**config.mk**
```make
export PLATFORM = sky130hd
export DESIGN_NAME = glyph_atlas_shelf_packer
export DESIGN_NICKNAME = d
export VERILOG_FILES = /design/src/rtl/gasp_pkg.sv /design/src/rtl/glyph_atlas_shelf_packer.sv
export VERILOG_INCLUDE_DIRS = /design/src /design/src/rtl
export SDC_FILE = /design/constraint.sdc
export NUM_CORES = 1
export LEC_CHECK = 0
export BUFFER_PORTS_ARGS = -buffer_cell sky130_fd_sc_hd__buf_4
export CAP_MARGIN = 10
export CORE_AREA = 2 2 135 137
export CTS_CLUSTER_DIAMETER = 30
export DETAILED_ROUTE_END_ITERATION = 16
export DIE_AREA = 0 0 137 139
export MAX_ROUTING_LAYER = met4
export PLACE_DENSITY = 0.52
export SLEW_MARGIN = 5
export SYNTH_ARGS = -nofsm -noshare
export SYNTH_HDL_FRONTEND = slang
export SYNTH_SLANG_ARGS = --single-unit
```
**constraint.sdc**
```tcl
create_clock -name clk -period 15.19 [get_ports clk]
set_clock_uncertainty 0.15 [all_clocks]
set_input_delay 0.7595 -clock clk [delete_from_list [all_inputs] [get_ports clk]]
set_output_delay 0.7595 -clock clk [all_outputs]
set_load 0.05 [all_outputs]
```
**src/rtl/assert_macros.svh**
```systemverilog
// Assertion macros shared by the shelf packer RTL.
// Depends on nothing; expects clk and rst_n in the scope of each use.
`ifndef ASSERT_MACROS_SVH
`define ASSERT_MACROS_SVH

// Checks a property at every rising clock edge outside reset.
`define ASSERT_CLK(lbl, prop, msg) \
  lbl: assert property (@(posedge clk) disable iff (!rst_n) (prop)) else $error(msg);

// Checks that one condition implies another in the same cycle.
`define ASSERT_IMPLY(lbl, ante, cons, msg) \
  lbl: assert property (@(posedge clk) disable iff (!rst_n) (ante) |-> (cons)) else $error(msg);

`endif

```
**src/rtl/gasp_pkg.sv**
```systemverilog
// Types and fixed constants for the glyph atlas shelf packer.
// Depends on nothing; imported by the top level.
package gasp_pkg;

  localparam int unsigned DIM_W    = 8;  // glyph width and height
  localparam int unsigned PAGE_W   = 4;  // reported page index
  localparam int unsigned POS_W    = 9;  // reported x and y
  localparam int unsigned GAP      = 2;  // gap between glyphs and shelves
  localparam int unsigned MARGIN   = 1;  // margin at the top-left of a page

  typedef struct packed {
    logic [PAGE_W-1:0] page_index;
    logic [POS_W-1:0]  pos_x;
    logic [POS_W-1:0]  pos_y;
    logic              opened_page;
    logic              out_of_pages;
  } res_t;

endpackage

```
**src/rtl/glyph_atlas_shelf_packer.sv**
```systemverilog
// Glyph atlas shelf packer: places glyph rectangles on square atlas pages.
// Depends on gasp_pkg and assert_macros.svh.
//
//   Channel  Ports                                  Direction  Carries
//   input    in_valid, in_stall, in_glyph_*         in         one glyph size
//   result   out_valid, out_stall, out_*            out        page, x, y, flags
//
// One glyph is accepted in every cycle while in_stall is low. Its result is
// presented once it has passed the input register and the result register.
// The rate is set by the single placement stage between the input register and
// the result register, which also updates the packing state in the same cycle.
// Reset (rst_n low at a rising edge) empties both registers and returns the
// state to cursor (1,1), shelf height 0 and no page open.
// A stalled result holds; in_stall rises only when both registers are full and
// the result is stalled.
`include "assert_macros.svh"

module glyph_atlas_shelf_packer #(
  parameter int unsigned ATLAS_SIDE = 512,
  parameter int unsigned MAX_PAGES  = 16
) (
  input  logic                        clk,
  input  logic                        rst_n,
  input  logic                        in_valid,
  output logic                        in_stall,
  input  logic [gasp_pkg::DIM_W-1:0]  in_glyph_width,
  input  logic [gasp_pkg::DIM_W-1:0]  in_glyph_height,
  output logic                        out_valid,
  input  logic                        out_stall,
  output logic [gasp_pkg::PAGE_W-1:0] out_page_index,
  output logic [gasp_pkg::POS_W-1:0]  out_pos_x,
  output logic [gasp_pkg::POS_W-1:0]  out_pos_y,
  output logic                        out_opened_page,
  output logic                        out_out_of_pages
);
  import gasp_pkg::*;

  // Coordinate arithmetic width: a cursor stays below the page side, or below
  // a few hundred after a wide glyph wraps, so the side plus 1024 covers every
  // sum formed below.
  localparam int unsigned AW  = $clog2(ATLAS_SIDE + 1024);
  // Page count width, and a wider one for the count plus up to two new pages.
  localparam int unsigned PW  = $clog2(MAX_PAGES + 1);
  localparam int unsigned PSW = $clog2(MAX_PAGES + 3) + PAGE_W;

  localparam logic [AW-1:0]  SIDE_C   = AW'(ATLAS_SIDE);
  localparam logic [AW-1:0]  GAP_C    = AW'(GAP);
  localparam logic [AW-1:0]  MARGIN_C = AW'(MARGIN);
  localparam logic [PSW-1:0] MAXP_C   = PSW'(MAX_PAGES);

  // Input register.
  logic               in_vld_r;
  logic [DIM_W-1:0]   w_r;
  logic [DIM_W-1:0]   h_r;

  // Packing state.
  logic [AW-1:0]      cursor_x_r, cursor_x_nxt;
  logic [AW-1:0]      cursor_y_r, cursor_y_nxt;
  logic [DIM_W-1:0]   shelf_height_r, shelf_height_nxt;
  logic [PW-1:0]      pages_open_r, pages_open_nxt;

  // Result register.
  logic               out_vld_r;
  res_t               res_r, res_nxt;

  logic               in_take;
  logic               move;

  // The placement stage moves when it holds a glyph and the result register is
  // free or being emptied in this cycle.
  assign move     = in_vld_r && (!out_vld_r || !out_stall);
  assign in_stall = in_vld_r && out_vld_r && out_stall;
  assign in_take  = in_valid && !in_stall;

  // Placement: the shelf steps of the algorithm, each a narrow add and compare.
  logic [DIM_W-1:0]   tallest;
  logic               open_first, wrap, open_second, refuse;
  logic [AW-1:0]      cx1, cy1, cx2, cy2, cx3, cy3;
  logic [DIM_W-1:0]   sh1, sh2, sh3;
  logic [PSW-1:0]     pages_sum;
  logic [PSW-1:0]     page_last;

  always_comb begin
    tallest    = (shelf_height_r > h_r) ? shelf_height_r : h_r;
    // A first page, or the tallest glyph no longer fits under the current shelf.
    open_first = (pages_open_r == '0) ||
                 ((cursor_y_r + AW'(tallest) + GAP_C) >= SIDE_C);
    cx1 = open_first ? MARGIN_C : cursor_x_r;
    cy1 = open_first ? MARGIN_C : cursor_y_r;
    sh1 = open_first ? '0 : shelf_height_r;

    // The row is full: start a new shelf below the current one.
    wrap = (cx1 + AW'(w_r) + GAP_C) >= SIDE_C;
    cx2  = wrap ? MARGIN_C : cx1;
    cy2  = wrap ? (cy1 + AW'(sh1) + GAP_C) : cy1;
    sh2  = wrap ? '0 : sh1;

    // The new shelf runs past the bottom of the page: take another page.
    open_second = (cy2 + AW'(h_r) + GAP_C) >= SIDE_C;
    cx3 = open_second ? MARGIN_C : cx2;
    cy3 = open_second ? MARGIN_C : cy2;
    sh3 = open_second ? '0 : sh2;

    pages_sum = PSW'(pages_open_r) + PSW'(open_first) + PSW'(open_second);
    refuse    = pages_sum > MAXP_C;
    page_last = pages_sum - PSW'(1);

    // Refused glyphs leave the state alone and report zero fields.
    cursor_x_nxt     = cursor_x_r;
    cursor_y_nxt     = cursor_y_r;
    shelf_height_nxt = shelf_height_r;
    pages_open_nxt   = pages_open_r;
    res_nxt          = '0;
    if (refuse) begin
      res_nxt.out_of_pages = 1'b1;
    end else begin
      cursor_x_nxt        = cx3 + AW'(w_r) + GAP_C;
      cursor_y_nxt        = cy3;
      shelf_height_nxt    = (sh3 > h_r) ? sh3 : h_r;
      pages_open_nxt      = pages_sum[PW-1:0];
      res_nxt.page_index  = page_last[PAGE_W-1:0];
      res_nxt.pos_x       = cx3[POS_W-1:0];
      res_nxt.pos_y       = cy3[POS_W-1:0];
      res_nxt.opened_page = open_first || open_second;
    end
  end

  // Control and packing state.
  always_ff @(posedge clk) begin
    if (!rst_n) begin
      in_vld_r       <= 1'b0;
      out_vld_r      <= 1'b0;
      cursor_x_r     <= MARGIN_C;
      cursor_y_r     <= MARGIN_C;
      shelf_height_r <= '0;
      pages_open_r   <= '0;
    end else begin
      if (in_take) begin
        in_vld_r <= 1'b1;
      end else if (move) begin
        in_vld_r <= 1'b0;
      end
      if (move) begin
        out_vld_r      <= 1'b1;
        cursor_x_r     <= cursor_x_nxt;
        cursor_y_r     <= cursor_y_nxt;
        shelf_height_r <= shelf_height_nxt;
        pages_open_r   <= pages_open_nxt;
      end else if (!out_stall) begin
        out_vld_r <= 1'b0;
      end
    end
  end

  // Payload registers.
  always_ff @(posedge clk) begin
    if (in_take) begin
      w_r <= in_glyph_width;
      h_r <= in_glyph_height;
    end
    if (move) begin
      res_r <= res_nxt;
    end
  end

  assign out_valid        = out_vld_r;
  assign out_page_index   = res_r.page_index;
  assign out_pos_x        = res_r.pos_x;
  assign out_pos_y        = res_r.pos_y;
  assign out_opened_page  = res_r.opened_page;
  assign out_out_of_pages = res_r.out_of_pages;

  // The page count never passes the number of pages available.
  `ASSERT_CLK(a_pages_bounded, (PSW'(pages_open_r) <= MAXP_C), "page count above limit")
  // The cursor row always lies inside the page.
  `ASSERT_CLK(a_row_in_page, (cursor_y_r < SIDE_C), "cursor row outside page")
  // A placed glyph implies that at least one page is open.
  `ASSERT_IMPLY(a_placed_has_page, (out_vld_r && !res_r.out_of_pages), (pages_open_r != '0), "placed glyph without page")
  // A refused glyph carries all-zero placement fields.
  `ASSERT_IMPLY(a_refused_zero, (out_vld_r && res_r.out_of_pages), ((res_r.pos_x == '0) && (res_r.pos_y == '0) && !res_r.opened_page && (res_r.page_index == '0)), "refused glyph with placement")

endmodule

```
Word-level counts from Yosys, hierarchy flattened
Cells that the tools add are included.

Output and inout port bits: 26. Input bits: 20. Register bits: 77. Logic and storage cells: 63.

Equality and inequality tests: 1. Muxes and demuxes: 16. Add/sub/neg operators: 13. Reduce and logical (&&, ||, !) cells: 13. Magnitude comparators: 6. Bitwise operators: 1.

Operators with widths (number): two-way mux 11 bit (6); adder 11 x 2 -> 11 bit, second input constant (5); adder 11 x 8 -> 11 bit (5); two-way mux 8 bit (5); >= comparator 11 x 10 -> 1 bit, second input constant (3); greater-than comparator 8 bit (2); adder 6 x 1 -> 7 bit (1); greater-than comparator 7 x 5 -> 1 bit, second input constant (1); adder 5 x 1 -> 6 bit (1); logical NOT 5 bit (1); two-way mux 1 bit (5); logical AND 1 bit (4); subtractor 4 x 1 -> 4 bit, second input constant (1); logical NOT 1 bit (3); logical OR 1 bit (3); inequality test 2 x 1 -> 1 bit, second input constant (1); AND reduction 2 bit (1); nonzero test 2 bit (1); inverter 1 bit (1).

Depth between registers and ports, before layout
Depth after elaboration: 18. Mapped depth: 68. Gate-level depth less buffers: 63.

Least setup slack after synthesis
OpenSTA, ideal clock, no wires.

Kind: reg2reg. Start: register h_r[1]. End: register cursor_x_r[7]. Stages on the path, launching flop included: 64. Library setup time: 0.115 ns. Data arrival time: 12.625 ns. Clock period less this slack: 12.890 ns. Required time: 14.925 ns. Path slack: 2.300 ns. Path buffers: 7. Cells stage by stage: edfxtp_1 -> inv_1 -> ha_1 -> nor2b_1 -> o21a_1 -> o21ai_0 -> nand2b_1 -> a21oi_1 -> o21ai_0 -> o21ai_1 -> mux2_2 -> ha_1 -> inv_1 -> fa_1 -> nor2b_1 -> o31ai_1 -> or4_1 -> a211oi_2 -> [... 28 more ...] -> xnor2_1 -> nand2_1 -> a31o_2 -> o311ai_2 -> nand2_1 -> buf_2 -> fa_1 -> ha_1 -> inv_1 -> ha_1 -> or3b_2 -> a21oi_1 -> nor3_1 -> nand2b_1 -> clkbuf_1 -> clkbuf_1 -> o21ai_0 -> and2_1.

Word-level cells in the longest chain between the ends: 18. Elaborated cells on any way between the ends: 27. Those cells by class: add/sub (12); order compare (5); mux (7); bitwise (1); reduce/logical (2).

RTL lines: from (decl) (RTL line glyph_atlas_shelf_packer.sv:54) `logic [DIM_W-1:0] h_r;`; from (signal assigned) (RTL line glyph_atlas_shelf_packer.sv:159) `h_r <= in_glyph_height;`; greater-than comparator 8 bit (RTL line glyph_atlas_shelf_packer.sv:84) `tallest = (shelf_height_r > h_r) ? shelf_height_r : h_r;`; two-way mux 8 bit (RTL line glyph_atlas_shelf_packer.sv:84); adder 11 x 8 -> 11 bit (RTL line glyph_atlas_shelf_packer.sv:87) `((cursor_y_r + AW'(tallest) + GAP_C) >= SIDE_C);`; adder 11 x 2 -> 11 bit (RTL line glyph_atlas_shelf_packer.sv:87); >= comparator 11 x 10 -> 1 bit (RTL line glyph_atlas_shelf_packer.sv:87); logical OR 1 bit (RTL line glyph_atlas_shelf_packer.sv:86) `open_first = (pages_open_r == '0) ||`; two-way mux 11 bit (RTL line glyph_atlas_shelf_packer.sv:88) `cx1 = open_first ? MARGIN_C : cursor_x_r;`; adder 11 x 8 -> 11 bit (RTL line glyph_atlas_shelf_packer.sv:93) `wrap = (cx1 + AW'(w_r) + GAP_C) >= SIDE_C;`; [... 3 more ...]; adder 11 x 8 -> 11 bit (RTL line glyph_atlas_shelf_packer.sv:99) `open_second = (cy2 + AW'(h_r) + GAP_C) >= SIDE_C;`; adder 11 x 2 -> 11 bit (RTL line glyph_atlas_shelf_packer.sv:99); >= comparator 11 x 10 -> 1 bit (RTL line glyph_atlas_shelf_packer.sv:99); adder 6 x 1 -> 7 bit (*) (RTL line glyph_atlas_shelf_packer.sv:104) `pages_sum = PSW'(pages_open_r) + PSW'(open_first) + PSW'(open_second);`; via pages_sum[1] (RTL line glyph_atlas_shelf_packer.sv:80) `logic [PSW-1:0] pages_sum;`; greater-than comparator 7 x 5 -> 1 bit (*) (RTL line glyph_atlas_shelf_packer.sv:105) `refuse = pages_sum > MAXP_C;`; inverter 1 bit (no source line) (*); AND reduction 2 bit (no source line) (*); to (signal assigned) (RTL line glyph_atlas_shelf_packer.sv:145) `cursor_x_r <= cursor_x_nxt;`; to (decl) (RTL line glyph_atlas_shelf_packer.sv:57) `logic [AW-1:0] cursor_x_r, cursor_x_nxt;`.

The timed path passes the listed nets; every way through them passes the cells marked *. A chain may end at the register's enable or synchronous reset.

Final worst setup path
Start: register h_r[1]. End: register cursor_y_r[8].

Word-level cells in the longest chain between the ends: 18. Elaborated cells on any way between the ends: 24. Those cells by class: add/sub (10); order compare (5); mux (6); bitwise (1); reduce/logical (2).

RTL lines: greater-than comparator 8 bit (RTL line glyph_atlas_shelf_packer.sv:84); two-way mux 8 bit (RTL line glyph_atlas_shelf_packer.sv:84); adder 11 x 8 -> 11 bit (RTL line glyph_atlas_shelf_packer.sv:87); adder 11 x 2 -> 11 bit (RTL line glyph_atlas_shelf_packer.sv:87); >= comparator 11 x 10 -> 1 bit (RTL line glyph_atlas_shelf_packer.sv:87); logical OR 1 bit (RTL line glyph_atlas_shelf_packer.sv:86); two-way mux 11 bit (RTL line glyph_atlas_shelf_packer.sv:88); adder 11 x 8 -> 11 bit (RTL line glyph_atlas_shelf_packer.sv:93); [... 3 more ...]; adder 11 x 8 -> 11 bit (RTL line glyph_atlas_shelf_packer.sv:99); adder 11 x 2 -> 11 bit (RTL line glyph_atlas_shelf_packer.sv:99); >= comparator 11 x 10 -> 1 bit (RTL line glyph_atlas_shelf_packer.sv:99); adder 6 x 1 -> 7 bit (*) (RTL line glyph_atlas_shelf_packer.sv:104); via pages_sum[1] (RTL line glyph_atlas_shelf_packer.sv:80); greater-than comparator 7 x 5 -> 1 bit (*) (RTL line glyph_atlas_shelf_packer.sv:105); inverter 1 bit (no source line) (*); AND reduction 2 bit (no source line) (*); to (signal assigned) (RTL line glyph_atlas_shelf_packer.sv:146) `cursor_y_r <= cursor_y_nxt;`; to (decl) (RTL line glyph_atlas_shelf_packer.sv:58) `logic [AW-1:0] cursor_y_r, cursor_y_nxt;`.

Marks and branches as above.

==> flow_summary.rst <==
.. list-table::
   :header-rows: 1

   * - Metric
     - Value
   * - Top cells by area, synth
     - sky130_fd_sc_hd__ha_1 20%, sky130_fd_sc_hd__edfxtp_1 20%, sky130_fd_sc_hd__dfxtp_1 12%, sky130_fd_sc_hd__and2_1 5.0%, sky130_fd_sc_hd__nand2_1 3.6%
   * - Nets@finish
     - 815
   * - CTS clk-pin slew, worst paths
     - 60 ps
   * - Post-synthesis average cell area
     - 9.28 sq um
   * - Classification of the worst-slack hold path
     - register to register
   * - Max H-tree Level
     - 3
   * - Final setup violation count
     - 0
   * - Number of antenna violations at the first check in global routing
     - 0
   * - Wire length of the first global-routing pass
     - 25100 um
   * - Largest net degree at the start of global routing
     - 43
   * - Startpoint Class
     - register
   * - Effective utilization at floorplan
     - 0.343
   * - Number of enable-type register cells in the synthesized netlist
     - 40
   * - Power consumption
     - 0.000552 W
   * - Worst VDD drop
     - 0.0518 mV
   * - Number of sinks driven by the clock tree
     - 77
   * - Average detailed-routed wire length per instance
     - 16.6 um
   * - Drt pass-1 iters
     - 4
   * - Vertical die dimension
     - 139 um
   * - Comb power frac
     - 0.156
   * - Number of top-level design ports
     - 46
   * - GRT Total Usage
     - 0.173
   * - Fraction of power consumed by sequential logic
     - 0.428
   * - Cell area after technology mapping
     - 6060 sq um
   * - Wire length reported by the detailed router
     - 15400 um
   * - Proportion of register bits with asynchronous set or reset after synthesis
     - 0
   * - # hold bufs at CTS
     - 0
   * - Full die area
     - 19000 sq um
   * - Number of max-capacitance violations reported
     - 0
   * - Worst Max-Slew Pin Slew
     - 1030 ps
   * - Vias per std cell
     - 5.19
   * - Number of remaining DRC errors
     - 0
   * - Post-place setup slack
     - 899 ps
   * - Count of synthesis-stage warnings from yosys
     - 0
   * - Fin crit share
     - 0.934
   * - Area used by multi-input combinational logic
     - 3860 sq um
   * - Fin. max-slew vios
     - 0
   * - Unrepaired setup endpoints after global routing
     - no
   * - Run status
     - complete, no violations
   * - Crit end category
     - register
   * - Most frequent cells in the layout
     - 98 x sky130_fd_sc_hd__ha_1, 58 x sky130_fd_sc_hd__nand2_1, 52 x sky130_fd_sc_hd__buf_4
   * - Number of flip-flops and latches in the synthesized netlist
     - 77
   * - Worst path arrival time
     - 14310 ps
   * - Standard-cell rows
     - 49
   * - Yosys top cell area share
     - 0.202
   * - Cell internal power dissipation
     - 0.000405 W
   * - Die width
     - 137 um
   * - Switching power summed over all nets
     - 0.000147 W
   * - Count of buffers inserted at the top-level ports
     - 45
   * - CP max FO
     - 32
   * - Ratio of cells with drive above 1 in the final layout
     - 0.129
   * - Synthesized Nets
     - 777
   * - Number of fill cells in the layout
     - 1777
   * - Commonest non-fill, non-tap cell in the layout
     - sky130_fd_sc_hd__ha_1
   * - Required time worst endpoint
     - 15310 ps
   * - Total Neg Setup Slack
     - 0 ps
   * - Area of all sequential standard cells
     - 1940 sq um
   * - Count of distinct cell types in the synthesized netlist
     - 63
   * - TritonCTS clock tree
     - done
   * - Slack of the critical path
     - 995 ps
   * - Remaining max-slew budget at the tightest pin
     - 0.313
   * - Violation count after the first detailed-route iteration
     - 364
   * - ANT nets after route
     - 0
   * - Switching share of total power
     - 0.266
   * - Final weighted congestion of routability-driven global placement
     - 0.878
   * - Longest Clk Path Bufs
     - 2
   * - Overflow left after global routing
     - 0
   * - Vias post-DR
     - 4801
   * - Area growth from synthesis to final layout
     - 15.4%
   * - Startpoint-to-endpoint class of the critical path
     - register to register
   * - Master cell of the clock root buffer
     - sky130_fd_sc_hd__clkbuf_16
   * - Num CTS Buffers
     - 9
   * - Synthesized instance count
     - 653
   * - Most prevalent standard cell on the critical path
     - sky130_fd_sc_hd__ha_1
   * - Clock period minus final worst setup slack
     - 14200 ps
   * - Core area
     - 17700 sq um
   * - Share of total power in the clock network
     - 0.416
   * - Cell with the biggest individual delay on the critical path
     - sky130_fd_sc_hd__nor2b_2
   * - Fraction of the yosys area taken by sequential cells
     - 0.320
   * - Slowest cell delay on critical path
     - 650 ps
   * - Sum of net half-perimeters after detailed placement
     - 11700 um
   * - Diode count
     - 0
   * - Highest Clock Rate
     - 70.4 MHz
   * - Cell accounting for the most synthesized area
     - sky130_fd_sc_hd__ha_1
   * - Latest clock arrival within the worst-skew pair
     - 350 ps
   * - Leakage power
     - 3.15 nW
   * - Main synth FF type
     - sky130_fd_sc_hd__edfxtp_1
   * - Final-report hold violation count
     - 0
   * - Vias in the first global route
     - 4781
   * - Power density normalized to cell area
     - 78.9 nW/um^2
   * - Register-to-Register Setup Slack
     - 990 ps
path summary, 6_finish.rpt:
kind / start / endpoint / cells past startpoint
worst max-delay path: h_r[1]$_DFFE_PP_ / cursor_y_r[8]$_SDFFE_PN0P_ / 56
worst min-delay path: cursor_y_r[1]$_SDFFE_PN0P_ / cursor_y_r[1]$_SDFFE_PN0P_ / 2
worst max register to register: h_r[1]$_DFFE_PP_ / cursor_y_r[8]$_SDFFE_PN0P_ / 56
worst min register to register: cursor_y_r[1]$_SDFFE_PN0P_ / cursor_y_r[1]$_SDFFE_PN0P_ / 2
through the flow:
step	instance area, sq um	hold slack, ps	std cells	util
2_1_floorplan	6060	294	653	-
3_3_place_gp	6660	319	909	0.377
3_5_place_dp	6660	330	909	0.377
4_1_cts	6980	339	925	0.395
5_1_grt	6990	351	925	0.396
6_report	6990	334	925	0.396
worst max-delay path, delay by kind of cell, from the launching register on:
family,cells,cell delay [ps]
buffers and inverters,8,1030
XOR/XNOR,1,240
adder cells (fa/ha/maj),11,3510
multiplexers,1,410
AO/OA/AOI/OAI,19,4270
flip-flops,1,400
AND/OR/NAND/NOR,16,4070
metal layers:
metal,up-vias,wire length (um),track usage
met4,0,207,0.0494
met1,2276,7590,0.233
met3,15,567,0.0325
li1,2418,-,-
met2,92,7030,0.264
met5,-,0,-
cell type report:
type	instances	area share
Clock buffer	14	0.0453
Clock inverter	2	0.00125
Inverter	50	0.0268
Multi-Input combinational cell	501	0.552
Sequential cell	77	0.278
Tap cell	229	0.0410
Timing Repair Buffer	52	0.0558
power groups by stage:
stage                     Sequential (W)  Combinational (W)  Clock, W
after floorplan                 0.000249          0.0000503         0
after global placement          0.000241          0.0000841         0
after detailed placement        0.000241          0.0000864         0
after CTS                       0.000236          0.0000872  0.000236
after global routing            0.000237          0.0000969  0.000247
final                           0.000236          0.0000863  0.000229
kinds of logic after synthesis:
group           Yosys count  synth area share
simple gates            212             0.184
fa+ha+maj               104             0.222
compound gates          156             0.180
flops                    77             0.320
buf+inv                  75            0.0477
xor+xnor                 18            0.0260
mux                      11            0.0202
registers in the layout, indices dropped and copies added (netlist names):
signal / count
cursor_x_r: 11
cursor_y_r: 11
out_pos_x: 9
out_pos_y: 9
h_r: 8
shelf_height_r: 8
w_r: 8
pages_open_r: 5
out_page_index: 4
in_vld_r: 1
out_opened_page: 1
out_out_of_pages: 1
out_valid: 1
cells in the mapped netlist (all sizes together) (10+ instances only):
library cell,n
o21ai,28
nor2,22
nor2b,11
o21a,10
a22oi,10
ha,98
dfxtp,37
nand4,10
and2,48
a21oi,28
clkbuf,18
nand2,59
nand3,25
a21o,12
a21boi,25
inv,50
xnor2,13
edfxtp,40
timing repair:
item,4_1_cts,5_1_grt
endpoints found under the setup margin,0,19
setup buffers,0,0
resized for setup,0,2
No activity file was read; power rests on OpenSTA's default activity.
